==> config.mk <==
export PLATFORM = sky130hd
export DESIGN_NAME = raycast_wall_texture_column_top
export DESIGN_NICKNAME = d
export VERILOG_FILES = /design/src/rtl/core/wtc_pkg.sv /design/src/rtl/core/raycast_wall_texture_column_top.sv /design/src/rtl/core/wtc_div.sv /design/src/rtl/core/wtc_ctrl.sv /design/src/rtl/core/wtc_dp.sv
export SDC_FILE = /design/constraint.sdc
export NUM_CORES = 2
export LEC_CHECK = 0
export BUFFER_PORTS_ARGS = -buffer_cell sky130_fd_sc_hd__clkbuf_2
export CORE_ASPECT_RATIO = 2
export CORE_MARGIN = 4
export CORE_UTILIZATION = 55
export DETAILED_ROUTE_END_ITERATION = 8
export PLACE_DENSITY = 0.72
export SLEW_MARGIN = 20
export SYNTH_ARGS = -nofsm -noshare
export SYNTH_HDL_FRONTEND = slang
export SYNTH_SLANG_ARGS = --single-unit
==> constraint.sdc <==
create_clock -name aclk -period 24.1 [get_ports aclk]
set_clock_uncertainty 0.05 [all_clocks]
set_input_delay 2.41 -clock aclk [delete_from_list [all_inputs] [get_ports aclk]]
set_output_delay 2.41 -clock aclk [all_outputs]
set_load 0.01 [all_outputs]
==> src/rtl/core/wtc_pkg.sv <==
// types and constants shared by the wall texture column unit
// no dependencies; imported by the controller, the datapath and the top level
`default_nettype none

package wtc_pkg;

    localparam int CFG_SH_W   = 12;
    localparam int CFG_TEX_W  = 13;
    localparam int CFG_DATA_W = 13;
    localparam int CFG_IDX_W  = 2;

    // register indexes on the configuration port
    localparam logic [CFG_IDX_W-1:0] CFG_VIEW_ROWS      = 2'd0;
    localparam logic [CFG_IDX_W-1:0] CFG_TEXTURE_WIDTH  = 2'd1;
    localparam logic [CFG_IDX_W-1:0] CFG_TEXTURE_HEIGHT = 2'd2;

    localparam logic [CFG_SH_W-1:0]  RST_VIEW_ROWS      = 12'd480;
    localparam logic [CFG_TEX_W-1:0] RST_TEXTURE_WIDTH  = 13'd64;
    localparam logic [CFG_TEX_W-1:0] RST_TEXTURE_HEIGHT = 13'd64;

    localparam logic CMD_SETUP = 1'b0;
    localparam logic CMD_ROW   = 1'b1;

    localparam logic SIDE_VERTICAL = 1'b0;

    localparam logic [1:0] KIND_WALL = 2'd0;
    localparam logic [1:0] KIND_DOOR = 2'd1;

    localparam logic [2:0] TEX_WEST   = 3'd0;
    localparam logic [2:0] TEX_EAST   = 3'd1;
    localparam logic [2:0] TEX_NORTH  = 3'd2;
    localparam logic [2:0] TEX_SOUTH  = 3'd3;
    localparam logic [2:0] TEX_DOOR   = 3'd4;
    localparam logic [2:0] TEX_PORTAL = 3'd5;

    typedef struct packed {
        logic               command;
        logic               grid_side;
        logic [1:0]         wall_kind;
        logic signed [15:0] ray_dir_x;
        logic signed [15:0] ray_dir_y;
        logic [23:0]        pos_x;
        logic [23:0]        pos_y;
        logic [23:0]        distance;
        logic [11:0]        slice_start;
        logic [11:0]        slice_end;
        logic [15:0]        slice_height;
        logic [11:0]        column;
    } wtc_in_t;

    typedef struct packed {
        logic [2:0]  texture_id;
        logic [11:0] texel_x;
        logic [11:0] texel_y;
        logic [23:0] texel_index;
        logic [11:0] screen_row;
        logic [11:0] screen_column;
        logic        pixel_valid;
        logic        slice_done;
    } wtc_out_t;

    typedef struct packed {
        logic [CFG_SH_W-1:0]  view_rows;
        logic [CFG_TEX_W-1:0] texture_width;
        logic [CFG_TEX_W-1:0] texture_height;
    } wtc_cfg_t;

    typedef struct packed {
        logic load_item;
        logic ray_mul;
        logic div_start;
        logic frac_mul;
        logic mirror;
        logic pos_mul;
        logic setup_out;
        logic row_calc;
        logic row_out;
    } wtc_cmd_t;

    typedef struct packed {
        logic new_is_row;
        logic div_done;
        logic out_free;
    } wtc_stat_t;

endpackage

`default_nettype wire

==> src/rtl/core/raycast_wall_texture_column_top.sv <==
// top level of the raycaster wall texture column unit
// depends on wtc_pkg, wtc_ctrl, wtc_dp (and wtc_div inside the datapath)
//
// One request in, one result out. A column-setup request (command 0) picks the
// wall texture, computes the texture column (mirrored where the ray direction
// needs it) and the per-row texture step, and answers with the column header;
// its longest step is the bit-serial divider that forms texture_height * 2^16 /
// slice_height one quotient bit per cycle. A row-step request (command 1) is
// accepted, then clamps and advances the texture position, then forms the texel
// index with one small multiply. Requests are taken one at a time; the next
// request is accepted while a result still sits in the output register.
// Configuration writes are always accepted and should be issued only while the
// block is idle.
`default_nettype none

module raycast_wall_texture_column_top import wtc_pkg::*; #(
    parameter int ROW_BITS = 12,
    parameter int TEX_BITS = 12
) (
    input  wire logic                  aclk,
    input  wire logic                  aresetn,
    // item requests
    input  wire logic                  s_valid,
    output logic                       s_ready,
    input  wire wtc_in_t               s_data,
    // result requests
    output logic                       m_valid,
    input  wire logic                  m_ready,
    output wtc_out_t                   m_data,
    // register writes
    input  wire logic                  cfg_valid,
    output logic                       cfg_ready,
    input  wire logic [CFG_IDX_W-1:0]  cfg_index,
    input  wire logic [CFG_DATA_W-1:0] cfg_data
);

    // configuration registers
    wtc_cfg_t cfg_reg;

    assign cfg_ready = 1'b1;

    always_ff @(posedge aclk) begin
        if (!aresetn) begin
            cfg_reg.view_rows      <= RST_VIEW_ROWS;
            cfg_reg.texture_width  <= RST_TEXTURE_WIDTH;
            cfg_reg.texture_height <= RST_TEXTURE_HEIGHT;
        end else if (cfg_valid) begin
            case (cfg_index)
                CFG_VIEW_ROWS:      cfg_reg.view_rows      <= cfg_data[CFG_SH_W-1:0];
                CFG_TEXTURE_WIDTH:  cfg_reg.texture_width  <= cfg_data[CFG_TEX_W-1:0];
                CFG_TEXTURE_HEIGHT: cfg_reg.texture_height <= cfg_data[CFG_TEX_W-1:0];
                default: ; // unused index, write dropped
            endcase
        end
    end

    // controller and datapath talk only through these
    wtc_cmd_t  cmd;
    wtc_stat_t stat;

    wtc_ctrl u_ctrl (
        .aclk    (aclk),
        .aresetn (aresetn),
        .s_valid (s_valid),
        .s_ready (s_ready),
        .stat    (stat),
        .cmd     (cmd)
    );

    wtc_dp #(
        .ROW_BITS (ROW_BITS),
        .TEX_BITS (TEX_BITS)
    ) u_dp (
        .aclk    (aclk),
        .aresetn (aresetn),
        .cfg     (cfg_reg),
        .s_data  (s_data),
        .cmd     (cmd),
        .stat    (stat),
        .m_ready (m_ready),
        .m_valid (m_valid),
        .m_data  (m_data)
    );

`ifndef ASSERT_OFF
    // one request at a time: the port closes right after an accept
    a_single_request: assert property (@(posedge aclk) disable iff (!aresetn)
        (s_valid && s_ready) |=> !s_ready)
        else $error("input accepted while a request is in flight");

    // the last pixel flag only rides on a real pixel
    a_done_has_pixel: assert property (@(posedge aclk) disable iff (!aresetn)
        (m_valid && m_data.slice_done) |-> m_data.pixel_valid)
        else $error("slice_done without pixel_valid");

    // headers and out-of-slice steps carry no texel row
    a_no_pixel_zero: assert property (@(posedge aclk) disable iff (!aresetn)
        (m_valid && !m_data.pixel_valid) |->
            (m_data.texel_y == '0 && m_data.texel_index == '0))
        else $error("texel fields set on a result without a pixel");
`endif

endmodule

`default_nettype wire

==> src/rtl/core/wtc_div.sv <==
// restoring unsigned divider, one quotient bit per cycle
// standalone; used by the datapath for the per-row texture step
`default_nettype none

module wtc_div #(
    parameter int DVD_W = 29,
    parameter int DVS_W = 16
) (
    input  wire logic             aclk,
    input  wire logic             aresetn,
    input  wire logic             start,
    input  wire logic [DVD_W-1:0] dividend,
    input  wire logic [DVS_W-1:0] divisor,
    output logic                  done,
    output logic [DVD_W-1:0]      quotient
);

    localparam int CW = $clog2(DVD_W + 1);

    logic [DVS_W-1:0] rem_reg, rem_next;
    logic [DVS_W-1:0] dvs_reg;
    logic [DVD_W-1:0] quo_reg;
    logic [CW-1:0]    cnt_reg;
    logic             busy_reg;
    logic             done_reg;
    logic [DVS_W:0]   trial;
    logic [DVS_W:0]   diff;
    logic             ge;

    assign trial    = {rem_reg, quo_reg[DVD_W-1]};
    assign diff     = trial - {1'b0, dvs_reg};
    assign ge       = trial >= {1'b0, dvs_reg};
    assign rem_next = ge ? diff[DVS_W-1:0] : trial[DVS_W-1:0];

    always_ff @(posedge aclk) begin
        if (!aresetn) begin
            busy_reg <= 1'b0;
            done_reg <= 1'b0;
            cnt_reg  <= '0;
        end else if (start) begin
            busy_reg <= 1'b1;
            done_reg <= 1'b0;
            cnt_reg  <= CW'(DVD_W);
        end else if (busy_reg) begin
            cnt_reg <= cnt_reg - CW'(1);
            if (cnt_reg == CW'(1)) begin
                busy_reg <= 1'b0;
                done_reg <= 1'b1;
            end
        end
    end

    always_ff @(posedge aclk) begin
        if (start) begin
            quo_reg <= dividend;
            rem_reg <= '0;
            dvs_reg <= divisor;
        end else if (busy_reg) begin
            quo_reg <= {quo_reg[DVD_W-2:0], ge};
            rem_reg <= rem_next;
        end
    end

    assign done     = done_reg;
    assign quotient = quo_reg;

endmodule

`default_nettype wire

==> src/rtl/core/wtc_ctrl.sv <==
// sequencer for column setup and row step requests
// uses wtc_pkg command and status structs; drives the datapath and s_ready
`default_nettype none

module wtc_ctrl import wtc_pkg::*; (
    input  wire logic      aclk,
    input  wire logic      aresetn,
    input  wire logic      s_valid,
    output logic           s_ready,
    input  wire wtc_stat_t stat,
    output wtc_cmd_t       cmd
);

    localparam logic [3:0] ST_IDLE      = 4'd0;
    localparam logic [3:0] ST_RAY_MUL   = 4'd1;
    localparam logic [3:0] ST_FRAC_MUL  = 4'd2;
    localparam logic [3:0] ST_MIRROR    = 4'd3;
    localparam logic [3:0] ST_DIV_WAIT  = 4'd4;
    localparam logic [3:0] ST_POS_MUL   = 4'd5;
    localparam logic [3:0] ST_SETUP_OUT = 4'd6;
    localparam logic [3:0] ST_ROW_CALC  = 4'd7;
    localparam logic [3:0] ST_ROW_OUT   = 4'd8;

    logic [3:0] state_reg, state_next;

    always_ff @(posedge aclk) begin
        if (!aresetn) begin
            state_reg <= ST_IDLE;
        end else begin
            state_reg <= state_next;
        end
    end

    always_comb begin
        state_next = state_reg;
        case (state_reg)
            ST_IDLE: begin
                if (s_valid) begin
                    state_next = stat.new_is_row ? ST_ROW_CALC : ST_RAY_MUL;
                end
            end
            ST_RAY_MUL:  state_next = ST_FRAC_MUL;
            ST_FRAC_MUL: state_next = ST_MIRROR;
            ST_MIRROR:   state_next = ST_DIV_WAIT;
            ST_DIV_WAIT: begin
                if (stat.div_done) begin
                    state_next = ST_POS_MUL;
                end
            end
            ST_POS_MUL:  state_next = ST_SETUP_OUT;
            ST_SETUP_OUT: begin
                if (stat.out_free) begin
                    state_next = ST_IDLE;
                end
            end
            ST_ROW_CALC: state_next = ST_ROW_OUT;
            ST_ROW_OUT: begin
                if (stat.out_free) begin
                    state_next = ST_IDLE;
                end
            end
            default:     state_next = ST_IDLE;
        endcase
    end

    assign s_ready = state_reg == ST_IDLE;

    always_comb begin
        cmd           = '0;
        cmd.load_item = (state_reg == ST_IDLE) && s_valid;
        cmd.ray_mul   = state_reg == ST_RAY_MUL;
        cmd.div_start = state_reg == ST_RAY_MUL;
        cmd.frac_mul  = state_reg == ST_FRAC_MUL;
        cmd.mirror    = state_reg == ST_MIRROR;
        cmd.pos_mul   = state_reg == ST_POS_MUL;
        cmd.setup_out = (state_reg == ST_SETUP_OUT) && stat.out_free;
        cmd.row_calc  = state_reg == ST_ROW_CALC;
        cmd.row_out   = (state_reg == ST_ROW_OUT) && stat.out_free;
    end

endmodule

`default_nettype wire

==> src/rtl/core/wtc_dp.sv <==
// datapath: column state, multipliers, row stepping and the result register
// uses wtc_pkg types; instantiates wtc_div for the texture step
`default_nettype none

module wtc_dp import wtc_pkg::*; #(
    parameter int ROW_BITS = 12,
    parameter int TEX_BITS = 12
) (
    input  wire logic     aclk,
    input  wire logic     aresetn,
    input  wire wtc_cfg_t cfg,
    input  wire wtc_in_t  s_data,
    input  wire wtc_cmd_t cmd,
    output wtc_stat_t     stat,
    input  wire logic     m_ready,
    output logic          m_valid,
    output wtc_out_t      m_data
);

    localparam int TW    = TEX_BITS + 1;
    localparam int QW    = TEX_BITS + 17;
    localparam int OFS_W = 18;
    localparam int PW    = OFS_W + QW + 1;
    localparam int FPW   = 16 + TW;
    localparam int IW    = 2 * TEX_BITS + 1;
    localparam logic [TW-1:0] TEX_MAX = TW'(1) << TEX_BITS;

    wtc_in_t item_reg;

    logic [TW-1:0] tw, th;
    logic [15:0]   h_fix;

    // texture sizes saturated to 1 .. 2^TEX_BITS
    always_comb begin
        if (cfg.texture_width == '0) begin
            tw = TW'(1);
        end else if (cfg.texture_width > CFG_TEX_W'(TEX_MAX)) begin
            tw = TEX_MAX;
        end else begin
            tw = TW'(cfg.texture_width);
        end
        if (cfg.texture_height == '0) begin
            th = TW'(1);
        end else if (cfg.texture_height > CFG_TEX_W'(TEX_MAX)) begin
            th = TEX_MAX;
        end else begin
            th = TW'(cfg.texture_height);
        end
    end

    assign h_fix = (item_reg.slice_height == '0) ? 16'd1 : item_reg.slice_height;

    always_ff @(posedge aclk) begin
        if (cmd.load_item) begin
            item_reg <= s_data;
        end
    end

    // texture selection
    logic [2:0] tid;
    always_comb begin
        case (item_reg.wall_kind)
            KIND_WALL: begin
                if (item_reg.grid_side == SIDE_VERTICAL) begin
                    tid = item_reg.ray_dir_x[15] ? TEX_WEST : TEX_EAST;
                end else begin
                    tid = item_reg.ray_dir_y[15] ? TEX_NORTH : TEX_SOUTH;
                end
            end
            KIND_DOOR: tid = TEX_DOOR;
            default:   tid = TEX_PORTAL;
        endcase
    end

    // wall hit: base << 12 plus distance * ray, only the low 28 bits matter
    logic signed [15:0] ray_sel;
    logic signed [40:0] ray_full;
    logic [27:0]        ray_prod_reg;
    logic [23:0]        base_sel;
    logic [27:0]        hit_sum;
    logic [15:0]        frac;
    logic [FPW-1:0]     frac_prod_reg;
    logic [TEX_BITS-1:0] tx_raw, tx_reg;
    logic               mirror_x;

    assign ray_sel  = (item_reg.grid_side == SIDE_VERTICAL) ? item_reg.ray_dir_y
                                                            : item_reg.ray_dir_x;
    assign base_sel = (item_reg.grid_side == SIDE_VERTICAL) ? item_reg.pos_y : item_reg.pos_x;
    assign ray_full = $signed({1'b0, item_reg.distance}) * ray_sel;
    assign hit_sum  = {base_sel[15:0], 12'd0} + ray_prod_reg;
    assign frac     = hit_sum[27:12];
    assign tx_raw   = frac_prod_reg[16 +: TEX_BITS];
    assign mirror_x = ((item_reg.grid_side == SIDE_VERTICAL) && item_reg.ray_dir_x[15])
                   || ((item_reg.grid_side != SIDE_VERTICAL) && !item_reg.ray_dir_y[15]
                       && (item_reg.ray_dir_y != '0));

    always_ff @(posedge aclk) begin
        if (cmd.ray_mul) begin
            ray_prod_reg <= ray_full[27:0];
        end
        if (cmd.frac_mul) begin
            frac_prod_reg <= FPW'(frac) * FPW'(tw);
        end
        if (cmd.mirror) begin
            tx_reg <= mirror_x ? TEX_BITS'(tw - TW'(tx_raw) - TW'(1)) : tx_raw;
        end
    end

    // texture step division
    logic          div_done;
    logic [QW-1:0] div_q;

    wtc_div #(
        .DVD_W (QW),
        .DVS_W (16)
    ) u_div (
        .aclk     (aclk),
        .aresetn  (aresetn),
        .start    (cmd.div_start),
        .dividend ({th, 16'd0}),
        .divisor  (h_fix),
        .done     (div_done),
        .quotient (div_q)
    );

    // starting texture position
    logic [ROW_BITS-1:0]     start_row;
    logic signed [OFS_W-1:0] offset;
    logic signed [PW-1:0]    pos_full;
    logic signed [PW-1:0]    pos_prod_reg;
    logic [PW-32:0]          pos_upper;
    logic [31:0]             pos_sat;

    assign start_row = ROW_BITS'(item_reg.slice_start);
    assign offset    = $signed(OFS_W'(start_row))
                     - $signed(OFS_W'(cfg.view_rows >> 1))
                     + $signed(OFS_W'(h_fix >> 1));
    assign pos_full  = offset * $signed({1'b0, div_q});
    assign pos_upper = pos_prod_reg[PW-1:31];
    assign pos_sat   = ((&pos_upper) || !(|pos_upper)) ? pos_prod_reg[31:0]
                     : (pos_prod_reg[PW-1] ? 32'h8000_0000 : 32'h7FFF_FFFF);

    always_ff @(posedge aclk) begin
        if (cmd.pos_mul) begin
            pos_prod_reg <= pos_full;
        end
    end

    // column state
    logic [31:0]         tex_pos_reg;
    logic [QW-1:0]       row_step_reg;
    logic [ROW_BITS-1:0] cur_row_reg, end_row_reg;
    logic [TEX_BITS-1:0] held_tx_reg;
    logic [2:0]          held_tid_reg;
    logic [11:0]         held_col_reg;

    // row step
    logic                in_slice;
    logic [14:0]         tpos_int;
    logic [TEX_BITS-1:0] ty;
    logic signed [32:0]  step_sum;
    logic [31:0]         step_sat;
    logic                row_done;
    logic [TEX_BITS-1:0] ty_reg;
    logic                slice_reg, done_reg;
    logic [ROW_BITS-1:0] row_num_reg;
    logic [IW-1:0]       idx;

    assign in_slice = cur_row_reg < end_row_reg;
    assign tpos_int = tex_pos_reg[30:16];
    assign step_sum = $signed({tex_pos_reg[31], tex_pos_reg}) + $signed(33'(row_step_reg));
    assign step_sat = (step_sum[32] != step_sum[31])
                    ? (step_sum[32] ? 32'h8000_0000 : 32'h7FFF_FFFF) : step_sum[31:0];
    assign row_done = ((ROW_BITS+1)'(cur_row_reg) + (ROW_BITS+1)'(1))
                   == (ROW_BITS+1)'(end_row_reg);
    assign idx      = IW'(ty_reg) * IW'(tw) + IW'(held_tx_reg);

    always_comb begin
        if (tex_pos_reg[31]) begin
            ty = '0;
        end else if ({1'b0, tpos_int} >= 16'(th)) begin
            ty = TEX_BITS'(th - TW'(1));
        end else begin
            ty = TEX_BITS'(tpos_int);
        end
    end

    always_ff @(posedge aclk) begin
        if (!aresetn) begin
            tex_pos_reg  <= '0;
            row_step_reg <= '0;
            cur_row_reg  <= '0;
            end_row_reg  <= '0;
            held_tx_reg  <= '0;
            held_tid_reg <= '0;
            held_col_reg <= '0;
        end else if (cmd.setup_out) begin
            tex_pos_reg  <= pos_sat;
            row_step_reg <= div_q;
            cur_row_reg  <= start_row;
            end_row_reg  <= ROW_BITS'(item_reg.slice_end);
            held_tx_reg  <= tx_reg;
            held_tid_reg <= tid;
            held_col_reg <= item_reg.column;
        end else if (cmd.row_calc && in_slice) begin
            tex_pos_reg <= step_sat;
            cur_row_reg <= cur_row_reg + ROW_BITS'(1);
        end
    end

    always_ff @(posedge aclk) begin
        if (cmd.row_calc) begin
            ty_reg      <= ty;
            slice_reg   <= in_slice;
            done_reg    <= in_slice && row_done;
            row_num_reg <= cur_row_reg;
        end
    end

    // result register
    logic     m_valid_reg;
    wtc_out_t m_data_reg;

    always_ff @(posedge aclk) begin
        if (!aresetn) begin
            m_valid_reg <= 1'b0;
        end else if (cmd.setup_out || cmd.row_out) begin
            m_valid_reg <= 1'b1;
        end else if (m_ready) begin
            m_valid_reg <= 1'b0;
        end
    end

    always_ff @(posedge aclk) begin
        if (cmd.setup_out) begin
            m_data_reg.texture_id    <= tid;
            m_data_reg.texel_x       <= 12'(tx_reg);
            m_data_reg.texel_y       <= '0;
            m_data_reg.texel_index   <= '0;
            m_data_reg.screen_row    <= 12'(start_row);
            m_data_reg.screen_column <= item_reg.column;
            m_data_reg.pixel_valid   <= 1'b0;
            m_data_reg.slice_done    <= 1'b0;
        end else if (cmd.row_out) begin
            m_data_reg.texture_id    <= held_tid_reg;
            m_data_reg.texel_x       <= 12'(held_tx_reg);
            m_data_reg.texel_y       <= slice_reg ? 12'(ty_reg) : 12'd0;
            m_data_reg.texel_index   <= slice_reg ? 24'(idx) : 24'd0;
            m_data_reg.screen_row    <= 12'(row_num_reg);
            m_data_reg.screen_column <= held_col_reg;
            m_data_reg.pixel_valid   <= slice_reg;
            m_data_reg.slice_done    <= done_reg;
        end
    end

    assign m_valid         = m_valid_reg;
    assign m_data          = m_data_reg;
    assign stat.new_is_row = s_data.command == CMD_ROW;
    assign stat.div_done   = div_done;
    assign stat.out_free   = !m_valid_reg || m_ready;

endmodule

`default_nettype wire
==> Word level (Yosys, flattened, before mapping) <==
Index checks and enable logic that the tools add are counted.
{ "totals": {"register_bits": 585, "inputBits": 180} }
{ "op_classes": {"addsub": 12, "mul": 4, "order_cmp": 5, "eq_ne": 17, "mux": 40, "bitwise_logic": 2, "reduce_logical": 35} }
{ "op_table": {"columns": ["op", "n"], "rows": [
  ["$mux W32", 6],
  ["$mux W77", 2],
  ["$mux W16", 4],
  ["$mux W12", 5],
  ["$mux W29", 2],
  ["$mux W13", 4],
  ["$mul A18 B30 Y48", 1],
  ["$add A32 B30 Y33", 1],
  ["$pmux W4 S8", 1],
  ["$add A28 B28 Y28", 1],
  ["$mul A16 B13 Y28", 1],
  ["$mul A25 B16 Y28", 1],
  ["$gt A13 B13 Y1 const B", 2],
  ["$logic_not A13 Y1", 2],
  ["$add A24 B12 Y24", 1],
  ["$mul A12 B13 Y24", 1],
  ["$mux W24", 1],
  ["$sub A12 B1 Y12 const B", 2],
  ["$add A13 B16 Y17", 1],
  ["$ge A17 B16 Y1", 1],
  ["$reduce_and A17 Y1", 1],
  ["$reduce_or A17 Y1", 1],
  ["$eq A4 B3 Y1 const B", 4],
  ["$logic_not A16 Y1", 1],
  ["other kinds (34)", 68]
]} }

==> Logic depth before layout (Yosys ltp) <==
{ "depth": {"word_depth": 8, "depth_mapped": 44} }

==> Hierarchy <==
A second synthesis with hierarchy kept.
{ "hier_totals": {"cells_unflattened": 6485, "hier_area_um2": 62459.9} }
{ "modules_own_cells": {"columns": ["mod", "instances", "cells_per_inst", "area_per_inst_um2"], "rows": [
  ["wtc_dp", 1, 5951, 56823.2],
  ["wtc_div", 1, 341, 3766.1],
  ["raycast_wall_texture_column_top", 1, 145, 1480.2],
  ["wtc_ctrl", 1, 48, 390.4]
]} }

==> Worst setup path after synthesis <==
No wires, ideal clock.
{ "synth_path": {"path_type": "register -> register", "start": "reg cfg_reg[28] in the netlist's numbering", "end": "reg u_dp.pos_prod_reg[45], data pin", "setup_time_ps": 266, "t_arrival_ps": 9187, "t_required_ps": 23784, "setup_slack_ps": 14597, "path_stages_with_launch": 42, "n_path_buf": 2, "synth_period_minus_slack_ps": 9503, "path_cell_list": "dfxtp_1 -> inv_1 -> ha_1 -> nor2b_1 -> o21ai_0 -> a21boi_0 -> o21ai_0 -> a21boi_0 -> o21ai_0 -> a21boi_0 -> o21ai_0 -> nor2b_1 -> xnor2_1 -> ha_1 -> or2_2 -> a21oi_1 -> a31oi_1 -> a21o_1 -> [... 6 more ...] -> inv_1 -> fa_1 -> fa_1 -> fa_1 -> fa_1 -> inv_1 -> fa_1 -> inv_1 -> ha_1 -> and3_1 -> nand3_1 -> or4_4 -> a2111o_1 -> nand3_2 -> and2_4 -> o211ai_4 -> o31ai_2 -> xor2_1"} }
{ "synth_between": {"elab_chain_len": 3} }
{ "synth_rtl": {"columns": ["element", "line", "source"], "rows": [
  ["from (decl)", "raycast_wall_texture_column_top.sv:38", "wtc_cfg_t cfg_reg;"],
  ["$sub A12 B11 Y13", "wtc_dp.sv:136", "- $signed(OFS_W'(cfg.view_rows >> 1))"],
  ["$add A13 B16 Y17", "wtc_dp.sv:137", "+ $signed(OFS_W'(h_fix >> 1));"],
  ["$mul A18 B30 Y48", "wtc_dp.sv:138", "assign pos_full = offset * $signed({1'b0, div_q});"],
  ["via u_dp.pos_full[45]", "wtc_dp.sv:129", "logic signed [PW-1:0] pos_full;"],
  ["to (signal assigned)", "wtc_dp.sv:145", "pos_prod_reg <= pos_full;"],
  ["to (decl)", "wtc_dp.sv:130", "logic signed [PW-1:0] pos_prod_reg;"]
]} }
The timed path passes the listed nets, and every way through them passes these cells.
A chain may end at the register's enable or synchronous reset.

==> Worst setup path after layout <==
{ "layout_path": {"start": "reg cfg_reg[28] in the netlist's numbering", "end": "reg u_dp.pos_prod_reg[44], data pin"} }
The elaborated chain is that of the path after synthesis.

==> key figures <==
STA
  – Fin crit period: 11.84 ns
  – Final setup fails: 0
  – Min setup slack post-route: 12.26 ns
  – Total negative slack: 0 ns
  – Achievable Freq: 84.48 MHz
  – Max-slew violations: 0
  – Final hold vios: 0
  – Period utilisation layout: 49.12%
  – Max-slew headroom: 23.68%
  – Worst slew pin tran: 1.143 ns
  – Unrepaired setup endpoints after global routing: no

Floorplan
  – I/O pin cnt: 260
  – Die Span Y: 483.0 um
  – Core area: 112300 um^2
  – Site Rows: 174
  – Die Width: 245.5 um
  – Full die area: 118600 um^2
  – Initial Util: 55.24%

CTS
  – Cts bufs inserted: 54
  – H-Tree Depth: 2
  – CTS tree: done
  – Clock latency on the worst-skew pair: 0.68 ns
  – # hold bufs at CTS: 0
  – Root Buffer: clkbuf_16
  – CTS-repair resized insts: 0
  – Max clock buf depth: 3
  – Post-CTS Setup Inserts: 0
  – Clock Sinks: 556
  – Clock-pin slew on the worst setup and hold paths: 0.07 ns

Routing
  – Drc violations: 0
  – Routed via count: 46542
  – DR pass1 iterations: 6
  – WL final: 161300 um
  – Iter 0 DRT Violations: 2759
  – WL/cell: 19.61 um
  – Vias per cell: 5.659
  – DRT antenna net count: 0

Synthesis
  – Sequential fraction of the synthesis area: 23.18%
  – Synthesized cell area: 62060 um^2
  – Async S/R FF share, synth: 0%
  – Average cell area after synthesis: 9.362 um^2
  – Synth Flop Type: edfxtp_1
  – Synth top cells by count: 1161 x inv_1, 1137 x nand2_1, 925 x fa_1, 498 x ha_1, 333 x and2_1
  – Register bit total from synthesis: 556
  – Post-synth EDFFs: 325
  – Syn_nets: 8232
  – Synth top area share: 29.84%
  – Cell with the most instances after synthesis: inv_1
  – Cells after Synth: 6629
  – Post-synthesis cell type count: 96
  – Yosys top cell by area: fa_1
  – Warnings from Yosys: 0
  – Top cells by area, synth: fa_1 30%, edfxtp_1 16%, ha_1 10%, dfxtp_1 7.5%, inv_1 7.0%

GRT
  – First-pass GRT wire length: 260300 um
  – Total GRT Usage: 27.64%
  – Gr ovfl total: 0
  – Largest net degree at the start of global routing: 72
  – Initial antenna violation count: 4
  – Vias in the first global route: 51115

Placed design
  – Pre-CTS setup slack: 12.60 ns
  – Placed cell area: 64800 um^2
  – Hpwl dp: 126000 um
  – PortBufs: 242
  – Final Wtd Congestion: 0.9288

Flow run
  – Max Cap Violations: 0

Final layout
  – Synthesis-to-layout area growth: 7.581%
  – Max reg flops: 131
  – Final Cell Area: 66760 um^2
  – Fraction of layout cells with a size suffix above 1: 8.353%
  – NumNets Final: 8285

Worst setup path
  – Crit end category: flip-flop
  – Worst r2r src: cfg_reg[28]$_SDFFE_PN0P_
  – Crit Path Class: flip-flop to flip-flop
  – Max stage delay on crit path: 0.73 ns
  – CP dominant cell by count: fa_1
  – Worst Setup SP: cfg_reg[28]$_SDFFE_PN0P_
  – Crit path DAT: 12.22 ns
  – Critical-path maximum fanout: 29
  – CP required: 24.49 ns
  – CP Launch Type: flip-flop
  – Family with the most delay on the worst path: compound AO/OA/AOI/OAI gates
  – Max stage delay cell, worst path: xor2_4
  – Critical path buffers and inverters: 3

Run status
  – Status: finished clean

Min path
  – HP Start: u_dp.m_data[1]$_SDFFE_PP0P_
  – Worst Hold Class: flip-flop to flip-flop
## logic make-up after synthesis
family          after synthesis  share of synthesized area, %
other cells                   1                      0.006043
flops                       556                         23.18
compound gates              779                         8.103
mux                          63                         1.073
fa+ha+maj                  1423                         39.88
buf+inv                    1491                         9.097
simple gates               2095                         15.54
xor+xnor                    221                         3.119
## worst paths after layout
path	cells after the start	end	slack (ns)
worst max register to register	38	u_dp.pos_prod_reg[44]$_DFFE_PP_	12.26
worst min-delay path	2	u_dp.m_data[1]$_SDFFE_PP0P_	0.39
worst max-delay path	38	u_dp.pos_prod_reg[44]$_DFFE_PP_	12.26
worst min register to register	2	u_dp.m_data[1]$_SDFFE_PP0P_	0.39
## routing by layer
metal	GRT usage, %	share of wire (%)	vias up
met1	28.30	33	23358
met3	2.812	5.1	677
met5	0	0	-
li1	-	-	20855
met2	52.77	54	1652
met4	17.51	7.7	0
## worst min-delay path, cell delays in order, from the launching register on
cell and delay [ns]:
dfxtp_1 0.31, nand2_1 0.05, nand2_1 0.04
## cells in the final DEF (no fill, tap or decap), types with 28 or more instances in the layout
master	Yosys	routed
o21a_1	37	37
xor2_1	80	75
mux2_2	28	28
inv_1	1161	1159
fa_1	925	925
a21o_1	56	56
ha_1	498	498
nand2b_1	34	34
clkbuf_2	1	243
nor3_1	42	39
nand3_1	55	55
nor2b_1	109	101
a211oi_1	37	37
a21oi_1	288	287
nand2_1	1137	1137
and3_1	34	33
edfxtp_1	325	325
mux2i_1	35	33
o21ai_0	129	129
o31ai_1	29	29
clkbuf_16	0	58
buf_4	6	82
or2_2	29	29
nor2_1	229	227
dfxtp_1	231	230
and2_1	333	332
xnor2_1	141	131
## area by class of cell
class                   instances  area, um^2
diodes                          1       2.502
clock buffers                  65        1499
clock inverters                37       462.9
fillers                      9598       45580
inverters                    1164        4372
multi-input cells            4582       42340
flip-flops and latches        556       14390
well taps                    1496        1872
repair buffers                324        1827
## per-stage QoR
step                hold slack, ns  std cells  utilization (%)
finish                      0.3913       8225            59.43
global route                0.4279       8225            59.43
CTS                         0.3940       8224            59.43
detailed placement          0.3846       8122            57.68
global placement            0.3775       8122            57.68
floorplan                   0.3792       6629                -
Power is left out: the tool's default activity adds up to more than one toggle a clock period on the data nets, which glitch-free logic cannot reach.
